[config.mk]
export PLATFORM = sky130hd
export DESIGN_NAME = cbq_merge
export DESIGN_NICKNAME = d
export VERILOG_FILES = /design/src/hw/rtl/assert_macros.svh /design/src/hw/rtl/cbq_pkg.sv /design/src/hw/rtl/cbq_merge.sv
export SDC_FILE = /design/constraint.sdc
export NUM_CORES = 1
export LEC_CHECK = 0
export BUFFER_PORTS_ARGS = -buffer_cell sky130_fd_sc_hd__buf_4
export CAP_MARGIN = 25
export CORE_MARGIN = 2
export CORE_UTILIZATION = 42
export CTS_CLUSTER_DIAMETER = 40
export DETAILED_ROUTE_END_ITERATION = 10
export PLACE_DENSITY_LB_ADDON = 0.1
export RECOVER_POWER = 100
export SYNTH_ARGS = -nofsm -noshare
export SYNTH_HDL_FRONTEND = slang
export SYNTH_SLANG_ARGS = --single-unit
[constraint.sdc]
create_clock -name clk_i -period 1.8 [get_ports clk_i]
set_input_delay 0.09 -clock clk_i [delete_from_list [all_inputs] [get_ports clk_i]]
set_output_delay 0.09 -clock clk_i [all_outputs]
set_load 0.1 [all_outputs]
[src/hw/rtl/assert_macros.svh]
// Assertion helpers used by the top-level RTL file.
`ifndef ASSERT_MACROS_SVH
`define ASSERT_MACROS_SVH

// Check a property on every rising clock edge outside of reset.
`define CBQ_ASSERT(lbl, prop, msg) \
  lbl: assert property (@(posedge clk_i) disable iff (!rst_ni) (prop)) else $error(msg);

// Check that a condition never holds outside of reset.
`define CBQ_ASSERT_NEVER(lbl, cond, msg) \
  `CBQ_ASSERT(lbl, !(cond), msg)

`endif

[src/hw/rtl/cbq_pkg.sv]
package cbq_pkg;

  // Coefficient and gain formats
  localparam int COEF_W     = 16;
  localparam int GAIN_W     = 16;
  localparam int NUM_COEF   = 4;
  localparam int COEF_REG_W = COEF_W * NUM_COEF;
  localparam int COEF_FRAC  = 14;
  localparam int GAIN_FRAC  = 12;
  localparam int CFG_IDX_W  = 2;

  // Gain reset value: 1.0 in Q3.12
  localparam logic [GAIN_W-1:0] GAIN_RESET = GAIN_W'(4096);

  // Configuration register indexes
  typedef enum logic [CFG_IDX_W-1:0] {
    CFG_GAIN = 2'd0,
    CFG_SEC0 = 2'd1,
    CFG_SEC1 = 2'd2
  } cfg_idx_e;

  // Lane sequencer states
  typedef enum logic [4:0] {
    ST_IDLE  = 5'b00001,
    ST_MUL   = 5'b00010,
    ST_SCALE = 5'b00100,
    ST_W     = 5'b01000,
    ST_Y     = 5'b10000
  } lane_state_e;

  // Lane status toward the top level and the merge stage
  typedef struct packed {
    logic ready;
    logic done;
  } lane_stat_t;

endpackage

[src/hw/rtl/cbq_merge.sv]
module cbq_merge
  import cbq_pkg::*;
#(
  parameter int SW  = 16,
  parameter int TDW = 32
) (
  input  logic           clk_i,
  input  logic           rst_ni,
  input  lane_stat_t     stat_re_i,
  input  lane_stat_t     stat_im_i,
  input  logic [SW-1:0]  res_re_i,
  input  logic [SW-1:0]  res_im_i,
  input  logic           m_axis_tready,
  output logic           m_axis_tvalid,
  output logic [TDW-1:0] m_axis_tdata,
  output logic           hold_o
);

  logic           valid_q;
  logic [TDW-1:0] data_q;
  logic           both_done;

  assign both_done     = stat_re_i.done && stat_im_i.done;
  assign hold_o        = valid_q && !m_axis_tready;
  assign m_axis_tvalid = valid_q;
  assign m_axis_tdata  = data_q;

  // Hold the result until the sink takes it
  always_ff @(posedge clk_i or negedge rst_ni) begin
    if (!rst_ni) begin
      valid_q <= 1'b0;
    end else if (both_done) begin
      valid_q <= 1'b1;
    end else if (m_axis_tready) begin
      valid_q <= 1'b0;
    end
  end

  // Pack both parts into one item
  always_ff @(posedge clk_i) begin
    if (both_done) begin
      data_q <= TDW'({res_im_i, res_re_i});
    end
  end

endmodule

==> results of run 1 <==
## state kept, by name, summed over array words and instances (netlist names)
signal	count
m_axis_tdata	32
m_axis_tvalid	1
## final timing paths
path	startpoint	end	cells after the start
setup / recovery	m_axis_tvalid	hold_o	2
setup reg to reg	m_axis_tvalid	m_axis_tvalid	2
max in group asynchronous	rst_ni	m_axis_tvalid	2
hold / removal	rst_ni	m_axis_tvalid	2
hold reg to reg	m_axis_tvalid	m_axis_tvalid	2
min in group clk_i	m_axis_tready	m_axis_tvalid	3
## metal layers
layer | up-vias | track usage (%)
li1 | 366 | -
met1 | 331 | 24.0
met2 | 52 | 37.1
met3 | 5 | 6.50
met4 | 0 | 10.7
met5 | - | 0
## power groups by stage
stage | combinational (mW) | sequential, mW | clock, mW
after floorplan | 0.0270 | 1.30 | 0
after global placement | 0.532 | 0.930 | 0
after detailed placement | 0.534 | 0.932 | 0
after CTS | 0.592 | 0.914 | 0.415
after global routing | 0.574 | 0.921 | 0.456
final | 0.558 | 0.916 | 0.412
## per-stage QoR
stage               hold WS [ns]  setup WS [ns]  std cells
global route               0.110          0.393        175
detailed placement        -0.133          0.866        134
finish                     0.120          0.426        175
global placement          -0.134          0.881        134
CTS                       0.0663          0.594        175
floorplan                 -0.206          0.263         36
## placed cells by master (no fill, tap or decap), drive strengths merged
cell / count
buf: 2
dfrtp: 1
nor2b: 1
dlygate4sd3: 33
or2: 1
clkbuf: 76
and2: 1
edfxtp: 32
## repair_timing
item	4_1_cts	5_1_grt
hold endpoints to repair	33	0
gates resized for setup	0	0
hold buffers	33	0
## worst max-delay path: stages, from the launching register on
cell and delay (ns):
sky130_fd_sc_hd__dfrtp_2 0.38, sky130_fd_sc_hd__nor2b_4 0.14, sky130_fd_sc_hd__clkbuf_2 0.45
## cell type report
class	count	area, µm²	area share, %
flip-flops and latches	33	987	52.6
repair buffers	103	771	41.0
clock buffers	8	58.8	3.13
well taps	28	35.0	1.87
multi-input cells	3	26.3	1.40
## kinds of logic (layout without fill, tap and decap cells)
kind of cell	Yosys count	in the layout	share of synthesized area [%]
flops	33	33	97.9
simple gates	3	3	2.11
buf+inv	0	111	0
==> parameters.txt, run 1 <==
Parameter                              Value

Outcome
  Run status ... finished clean

STA
  Final Max Tran Viols ... 0
  Final count of negative-setup-slack endpoints ... 0
  Setup skew after layout ... 0 ns
  Total negative slack ... 0 ns
  Share of the cycle needed by the critical path after routing ... 76.3%
  Transition time at the pin with the least slew margin ... 1.38 ns
  Final Hold Violating Endpoints ... 0
  Max Fclk ... 0.728 GHz
  Headroom to the max-slew limit ... 8.31%
  Final critical-path required period ... 1.37 ns
  RSZ-0062 raised after global routing ... false

Synth
  YS warnings ... 0
  Count of flip-flops with a built-in enable after synthesis ... 32
  Synth Register Bits ... 33
  Top area cells in the synthesized netlist ... sky130_fd_sc_hd__edfxtp_1 (95%), sky130_fd_sc_hd__dfrtp_1 (2.5%), sky130_fd_sc_hd__and2_4 (0.87%)
  Cell types with the highest counts after synthesis ... sky130_fd_sc_hd__edfxtp_1 (32), sky130_fd_sc_hd__and2_4 (1), sky130_fd_sc_hd__dfrtp_1 (1), sky130_fd_sc_hd__nor2b_1 (1), sky130_fd_sc_hd__or2_1 (1)
  Cell area after synthesis ... 1010 µm²
  Async set-reset flop share out of synthesis ... 3.03%
  Count of mapped cells out of synthesis ... 36
  Biggest area consumer among synthesized cells ... sky130_fd_sc_hd__edfxtp_1
  Most frequently used cell type in the post-synthesis netlist ... sky130_fd_sc_hd__edfxtp_1
  Post-synth top area share ... 95.4%
  Primary FF master, synth ... sky130_fd_sc_hd__edfxtp_1
  Count of unique library cells instantiated by Yosys ... 5
  Post-Synthesis Mean Instance Area ... 28.0 µm²
  Syn Nets ... 75
  Sequential share of the synthesized area ... 97.9%

Flow run
  Number of max-cap violations ... 0

Drt
  Routed wire length on met2 ... 1310 µm
  Per-cell routed wire length ... 14.6 µm
  Detailed Route Iter0 Violations ... 18
  Final ANT Viol Nets ... 0
  Average via count per standard cell ... 4.31
  Routed met3 length ... 210 µm
  Overall routed net length ... 2550 µm
  Detailed-router iteration count before antenna repair ... 4
  Sum of routed wire segments on met1 ... 972 µm
  Post-route DRC ... 0
  Number of vias in the routed layout ... 754
  Highest metal layer with signal wires ... met4

Finish
  Util after Layout ... 84.1%
  Ant diodes ... 0
  Layout fillers ... 121
  Cell area after layout ... 1880 µm²
  Fraction of layout cells with a size suffix above 1 ... 53.1%
  Area growth, synth to finish ... 86.5%
  Final nets ... 185

Setup path
  Class of the most critical setup path ... register to output pin
  Largest fanout on the critical path ... 2
  Required time reported for the critical path endpoint ... 1.71 ns
  Launching element type of the critical path ... register
  Kind of end point of the critical path ... output pin
  Arrival time of the worst setup path ... 1.28 ns
  Slack of the worst reg-to-reg path ... 0.94 ns

Global route
  Pin count of the biggest net entering global routing ... 34
  Global-route wire length before repair ... 3950 µm
  Total Routing Usage GR ... 21.5%
  Initial antenna violation count ... 0
  Overflow left after global routing ... 0
  Via count of the first global-routing pass ... 797

Hold path
  Hold WC Path Type ... input pin to asynchronous set/reset pin

Pwr
  VDD IR max ... 0.777 mV
  Fraction of power spent switching nets ... 35.3%
  Static leakage ... 0.802 nW
  Reg power frac ... 48.6%
  Power Internal ... 1.22 mW
  Total power after layout ... 1.89 mW
  Power density over cell area ... 1000 nW/µm²
  Proportion of power drawn by combinational gates ... 29.6%
  Net switching power figure ... 666 µW
  Part of the total power dissipated in the clock network ... 21.8%

Floorplan
  Number of primary I/O pins ... 73
  Standard cell core area ... 2230 µm²
  Site Rows ... 17
  Starting density of the core ... 45.1%
  Die extent in y ... 53.0 µm
  Area of the die ... 2810 µm²
  Die Wd ... 53.0 µm

Place
  Standard cell area after detailed placement ... 1580 µm²
  Final weighted congestion in routability-driven placement ... 0.671
  # port buffers ... 70

Clock network
  Number of levels in the clock H-tree ... 2
  Maximum clock path buffer count ... 2
  Clock latency on the worst-skew pair ... 0.32 ns
  CTS tree ... done
  # Post-CTS Setup Buffers ... 0
  Number of clock buffers inserted by TritonCTS ... 5
  Clk sinks ... 33
  Clock Pin Slew Worst Setup and Hold Paths ... 0.09 ns
  Clock Tree Root ... sky130_fd_sc_hd__clkbuf_4
No activity file was read; power rests on OpenSTA's default activity.
==> inputs of run 2 (changes only) <==
Settings changed: CORE_UTILIZATION 42 to 35.
Clock period 1.8 ns to 1.15 ns, I/O delays scaled along.
==> parameters.txt, run 2 (synthesis gave the netlist of run 1 again) <==
Parameter                              Value

STA
  Final count of negative-setup-slack endpoints ... 1 (was 0)
  RSZ-0062 raised after global routing ... true (was false)
  Total negative slack ... -0.00259 ns (was 0 ns)
  Crit path setup slack, layout ... -0.00259 ns (was 0.426 ns)
  Final critical-path required period ... 1.15 ns
  Headroom to the max-slew limit ... 52.7% (was 8.31%)
  Final Max Tran Viols ... 0 (unchanged)
  Setup skew after layout ... 0 ns (unchanged)
  Transition time at the pin with the least slew margin ... 0.710 ns (was 1.38 ns)
  Max Fclk ... 0.868 GHz
  Final Hold Violating Endpoints ... 0 (unchanged)
  Share of the cycle needed by the critical path after routing ... 100%

Setup path
  Class of the most critical setup path ... register to output pin (unchanged)
  Arrival time of the worst setup path ... 1.10 ns (was 1.28 ns)
  Kind of end point of the critical path ... output pin (unchanged)
  Largest fanout on the critical path ... 2 (unchanged)
  Launching element type of the critical path ... register (unchanged)
  Required time reported for the critical path endpoint ... 1.09 ns (was 1.71 ns)

Pwr
  Static leakage ... 0.822 nW (was 0.802 nW)
  VDD IR max ... 1.24 mV (was 0.777 mV)
  Power density over cell area ... 1510 nW/µm² (was 1000 nW/µm²)
  Total power after layout ... 2.99 mW (was 1.89 mW)

Outcome
  Violations in the final reports ... negative setup slack
  Run status ... complete, but fails checks (was finished clean)

Drt
  Detailed-router iteration count before antenna repair ... 4 (unchanged)
  Final ANT Viol Nets ... 0 (unchanged)
  Detailed Route Iter0 Violations ... 19 (was 18)
  Post-route DRC ... 0 (unchanged)
  Number of vias in the routed layout ... 751 (was 754)
  Overall routed net length ... 2120 µm (was 2550 µm)
  Average via count per standard cell ... 4.22 (was 4.31)
  Per-cell routed wire length ... 11.9 µm (was 14.6 µm)

Place
  Standard cell area after detailed placement ... 1580 µm² (about the same)
  Final weighted congestion in routability-driven placement ... 0.617 (was 0.671)
  Pre-CTS worst setup slack ... 0.244 ns (was 0.866 ns)
  # port buffers ... 70 (unchanged)

Clock network
  Clock latency on the worst-skew pair ... 0.32 ns (about the same)
  Clk sinks ... 33 (unchanged)
  Clock Pin Slew Worst Setup and Hold Paths ... 0.09 ns (about the same)
  Number of levels in the clock H-tree ... 2 (unchanged)
  Number of clock buffers inserted by TritonCTS ... 5 (unchanged)
  Clock Tree Root ... sky130_fd_sc_hd__clkbuf_4 (unchanged)
  CTS tree ... done (unchanged)
  Maximum clock path buffer count ... 2 (unchanged)

Global route
  Global-route wire length before repair ... 3220 µm (was 3950 µm)
  Via count of the first global-routing pass ... 755 (was 797)
  Overflow left after global routing ... 0 (unchanged)
  Pin count of the biggest net entering global routing ... 34 (unchanged)
  Total Routing Usage GR ... 13.9% (was 21.5%)
  Initial antenna violation count ... 0 (unchanged)

Finish
  Layout fillers ... 171 (was 121)
  Area growth, synth to finish ... 96.9% (was 86.5%)
  Fraction of layout cells with a size suffix above 1 ... 53.7% (was 53.1%)
  Final nets ... 185 (unchanged)
  Leading cell type in the layout, fill and taps excluded ... sky130_fd_sc_hd__clkbuf_4 (unchanged)
  Cell area after layout ... 1980 µm² (was 1880 µm²)
  Util after Layout ... 72.5% (was 84.1%)
  Most frequent cells in the layout ... sky130_fd_sc_hd__clkbuf_4 (71), sky130_fd_sc_hd__dlygate4sd3_1 (33), sky130_fd_sc_hd__edfxtp_1 (32), sky130_fd_sc_hd__buf_4 (3), sky130_fd_sc_hd__clkbuf_1 (2) (was sky130_fd_sc_hd__clkbuf_4 (39), sky130_fd_sc_hd__clkbuf_2 (34), sky130_fd_sc_hd__dlygate4sd3_1 (33), sky130_fd_sc_hd__edfxtp_1 (32))
  Max FFs per register ... 32 (unchanged)
  Ant diodes ... 0 (unchanged)
  Sequential cell area ... 990 µm² (was 987 µm²)
  Multi-input gate area ... 27.5 µm² (was 26.3 µm²)

Floorplan
  Site Rows ... 19 (was 17)
  Standard cell core area ... 2730 µm² (was 2230 µm²)
  Die extent in y ... 57.6 µm (was 53.0 µm)
  Die Wd ... 57.6 µm (was 53.0 µm)
  Area of the die ... 3320 µm² (was 2810 µm²)
  Number of primary I/O pins ... 73 (unchanged)
  Starting density of the core ... 36.8% (was 45.1%)

Flow run
  Number of max-cap violations ... 0 (unchanged)

Hold path
  Hold WC Path Type ... input pin to asynchronous set/reset pin (unchanged)
[run 2: power by group]
group / internal (mW) / switching [mW] / total, mW
clock network: 0.301 / 0.340 / 0.642
registers: 1.41 / 0.0195 / 1.43
logic: 0.244 / 0.670 / 0.914
total: 1.96 / 1.03 / 2.99
[run 2: layout make-up]
type / instances / area share (%)
Tap cell: 31 / 1.96
Timing Repair Buffer: 103 / 43.8
Multi-Input combinational cell: 3 / 1.39
Sequential cell: 33 / 49.9
Clock buffer: 8 / 2.97
[run 2: final timing paths]
check / slack [ns] / to / start / depth (start not counted)
max: -0.003 / hold_o / m_axis_tvalid / 2
min: 0.06 / m_axis_tvalid / rst_ni / 2
max reg2reg: 0.23 / m_axis_tvalid / m_axis_tvalid / 2
min reg2reg: 0.71 / m_axis_tvalid / m_axis_tvalid / 2
max in group asynchronous: 1.00 / m_axis_tvalid / rst_ni / 2
min in group clk_i: 0.10 / m_axis_tvalid / m_axis_tready / 3
[run 2: repair_timing]
item	CTS	global route
buffers inserted	0	0
hold buffers	33	0
gates resized for setup	3	0
setup endpoints to repair	1	1
endpoints found under the hold margin	33	0
[run 2: worst max-delay path, cell delays in order, from the launching register on]
cell	delay [ns]
sky130_fd_sc_hd__dfrtp_4	0.48
sky130_fd_sc_hd__nor2b_4	0.14
sky130_fd_sc_hd__buf_12	0.16
[run 2: layer usage]
layer,wire length [µm],GRT usage [%],part of all wire (%)
met1,672,12.2,32
met2,1190,26.0,56
met3,222,6.25,10
met4,33,6.98,1.6
met5,0,0,0
[run 2: stage by stage]
| step | cells | hold WS (ns) |
|---|---|---|
| 4_1_cts | 178 | 0.0304 |
| 5_1_grt | 178 | 0.0411 |
| 2_1_floorplan | 36 | -0.238 |
| 3_3_place_gp | 137 | -0.167 |
| 6_report | 178 | 0.0557 |
| 3_5_place_dp | 137 | -0.166 |
==> inputs of run 3 (changes only) <==
Settings changed: CORE_UTILIZATION 35 to 37, CTS_BUF_LIST from default to sky130_fd_sc_hd__clkbuf_8.
==> parameters.txt, run 3 (synthesis gave the netlist of run 1 again) <==
Parameter                              Value

Clock network
  Clock Tree Root ... sky130_fd_sc_hd__clkbuf_8 (was sky130_fd_sc_hd__clkbuf_4)
  Number of clock buffers inserted by TritonCTS ... 5 (unchanged)
  CTS tree ... done (unchanged)
  Clk sinks ... 33 (unchanged)
  Maximum clock path buffer count ... 2 (unchanged)
  Clock Pin Slew Worst Setup and Hold Paths ... 0.07 ns (was 0.09 ns)
  Number of levels in the clock H-tree ... 2 (unchanged)
  Clock latency on the worst-skew pair ... 0.27 ns (was 0.32 ns)

Place
  # port buffers ... 70 (unchanged)
  Final weighted congestion in routability-driven placement ... 0.606 (was 0.617)
  Placed Cells ... 136 (was 137)

STA
  Share of the cycle needed by the critical path after routing ... 96.3% (was 100%)
  Final critical-path required period ... 1.11 ns (was 1.15 ns)
  Transition time at the pin with the least slew margin ... 0.715 ns (was 0.710 ns)
  RSZ-0062 raised after global routing ... false (was true)
  Final Hold Violating Endpoints ... 0 (unchanged)
  Max Fclk ... 0.903 GHz (was 0.868 GHz)
  Total negative slack ... 0 ns (was -0.00259 ns)
  Final Max Tran Viols ... 0 (unchanged)
  Final count of negative-setup-slack endpoints ... 0 (was 1)
  Headroom to the max-slew limit ... 52.3% (was 52.7%)
  Setup skew after layout ... 0 ns (unchanged)

Floorplan
  Die extent in y ... 56.2 µm (was 57.6 µm)
  Standard cell core area ... 2520 µm² (was 2730 µm²)
  Number of primary I/O pins ... 73 (unchanged)
  Area of the die ... 3160 µm² (was 3320 µm²)
  Die Wd ... 56.2 µm (was 57.6 µm)
  Site Rows ... 18 (was 19)
  Starting density of the core ... 39.9% (was 36.8%)

Pwr
  Static leakage ... 0.835 nW (was 0.822 nW)
  VDD IR max ... 1.48 mV (was 1.24 mV)
  Power density over cell area ... 1570 nW/µm² (was 1510 nW/µm²)

Setup path
  Sequence of cells on the critical path ... nor2b_4 > buf_6 (was nor2b_4 > buf_12)
  Bufs and invs on worst path ... 1 (unchanged)
  Top Family by Delay on Critical Path ... flip-flops (unchanged)
  Max incr delay on CP ... 0.47 ns (was 0.48 ns)
  Slack of the worst reg-to-reg path ... 0.24 ns (was 0.23 ns)
  Arrival time of the worst setup path ... 1.05 ns (was 1.10 ns)
  Launching element type of the critical path ... register (unchanged)
  Required time reported for the critical path endpoint ... 1.09 ns (about the same)
  Largest fanout on the critical path ... 2 (unchanged)
  Class of the most critical setup path ... register to output pin (unchanged)
  Master of the slowest instance on the critical path ... sky130_fd_sc_hd__dfrtp_4 (unchanged)
  Number of cells traversed by the worst register-to-register path ... 2 (unchanged)
  RR Startpoint ... m_axis_tvalid (unchanged)
  RR Endpoint ... m_axis_tvalid (unchanged)
  Kind of end point of the critical path ... output pin (unchanged)

Drt
  Final ANT Viol Nets ... 0 (unchanged)
  Average via count per standard cell ... 4.23 (was 4.22)
  Detailed Route Iter0 Violations ... 21 (was 19)
  Detailed-router iteration count before antenna repair ... 5 (was 4)
  Per-cell routed wire length ... 13.1 µm (was 11.9 µm)
  Overall routed net length ... 2330 µm (was 2120 µm)
  Post-route DRC ... 0 (unchanged)
  Number of vias in the routed layout ... 748 (was 751)

Flow run
  Number of max-cap violations ... 0 (unchanged)

Finish
  Leading cell type in the layout, fill and taps excluded ... sky130_fd_sc_hd__clkbuf_4 (unchanged)
  Number of standard cells in the final layout excluding fillers ... 177 (was 178)
  Most frequent cells in the layout ... sky130_fd_sc_hd__clkbuf_4 (64), sky130_fd_sc_hd__dlygate4sd3_1 (33), sky130_fd_sc_hd__edfxtp_1 (32), sky130_fd_sc_hd__clkbuf_8 (5), sky130_fd_sc_hd__buf_2 (3) (was sky130_fd_sc_hd__clkbuf_4 (71), sky130_fd_sc_hd__dlygate4sd3_1 (33), sky130_fd_sc_hd__edfxtp_1 (32), sky130_fd_sc_hd__buf_4 (3), sky130_fd_sc_hd__clkbuf_1 (2))
  Area growth, synth to finish ... 97.4% (was 96.9%)
  Fraction of layout cells with a size suffix above 1 ... 53.7% (unchanged)
  Final nets ... 185 (unchanged)
  Max FFs per register ... 32 (unchanged)
  Ant diodes ... 0 (unchanged)

Global route
  Initial antenna violation count ... 0 (unchanged)
  Total Routing Usage GR ... 15.8% (was 13.9%)
  Overflow left after global routing ... 0 (unchanged)
  Pin count of the biggest net entering global routing ... 34 (unchanged)
  Global-route wire length before repair ... 3690 µm (was 3220 µm)
  Via count of the first global-routing pass ... 802 (was 755)

Outcome
  Run status ... finished clean (was complete, but fails checks)

Hold path
  Hold WC Path Type ... input pin to asynchronous set/reset pin (unchanged)
==> run 3: final cells by class <==
class	instances	area [µm²]
tap	30	37.5
sequential	33	990
multi-input combinational	3	27.5
clock buffer	5	68.8
clock inverter	3	12.5
fill	149	534
timing repair buffer	103	852
==> run 3: what timing repair did <==
| action | 4_1_cts | 5_1_grt |
|---|---|---|
| gates resized for setup | 1 | 0 |
| hold endpoints to repair | 33 | 0 |
| buffers inserted | 0 | 0 |
| hold buffers | 33 | 0 |
| setup endpoints to repair | 1 | 0 |
==> run 3: worst max-delay path by stage <==
stage | startpoint | cells past startpoint | end | slack [ns]
floorplan | m_axis_tvalid | 2 | m_axis_tvalid | -0.29
global placement | stat_re_i[0] | 2 | m_axis_tdata[2] | 0.26
detailed placement | stat_re_i[0] | 2 | m_axis_tdata[9] | 0.24
CTS | m_axis_tvalid | 2 | hold_o | 0.04
global route | m_axis_tvalid | 2 | hold_o | 0.02
finish | m_axis_tvalid | 2 | hold_o | 0.04
==> run 3: per-stage QoR <==
step	power (mW)	area, µm²	util, %	setup WS, ns	hold slack (ns)
6_report	3.12	1990	78.8	0.0428	0.125
4_1_cts	3.16	2000	79.2	0.0392	0.0823
3_3_place_gp	2.29	1580	62.7	0.259	-0.167
5_1_grt	3.21	1990	78.8	0.0161	0.127
3_5_place_dp	2.30	1580	62.7	0.243	-0.165
2_1_floorplan	2.08	1020	-	-0.290	-0.238
==> run 3: power breakdown <==
part	internal, mW	leakage, nW	total (mW)	switching (mW)
clock	0.406	0.0505	0.781	0.375
sequential	1.41	0.311	1.43	0.0211
combinational	0.236	0.473	0.907	0.671
==> run 3: per-layer routing <==
layer	GRT usage (%)	vias to the layer above	share of wire [%]
met1	15.6	343	36
met4	6.12	0	0.90
li1	-	359	-
met2	29.9	43	55
met3	5.35	3	7.8
met5	0	-	0
==> run 3: worst reg2reg max path, cell delays in order, from the launching register on <==
cell and delay, ns:
sky130_fd_sc_hd__dfrtp_4 0.47, sky130_fd_sc_hd__nor2b_4 0.13, sky130_fd_sc_hd__or2_1 0.20
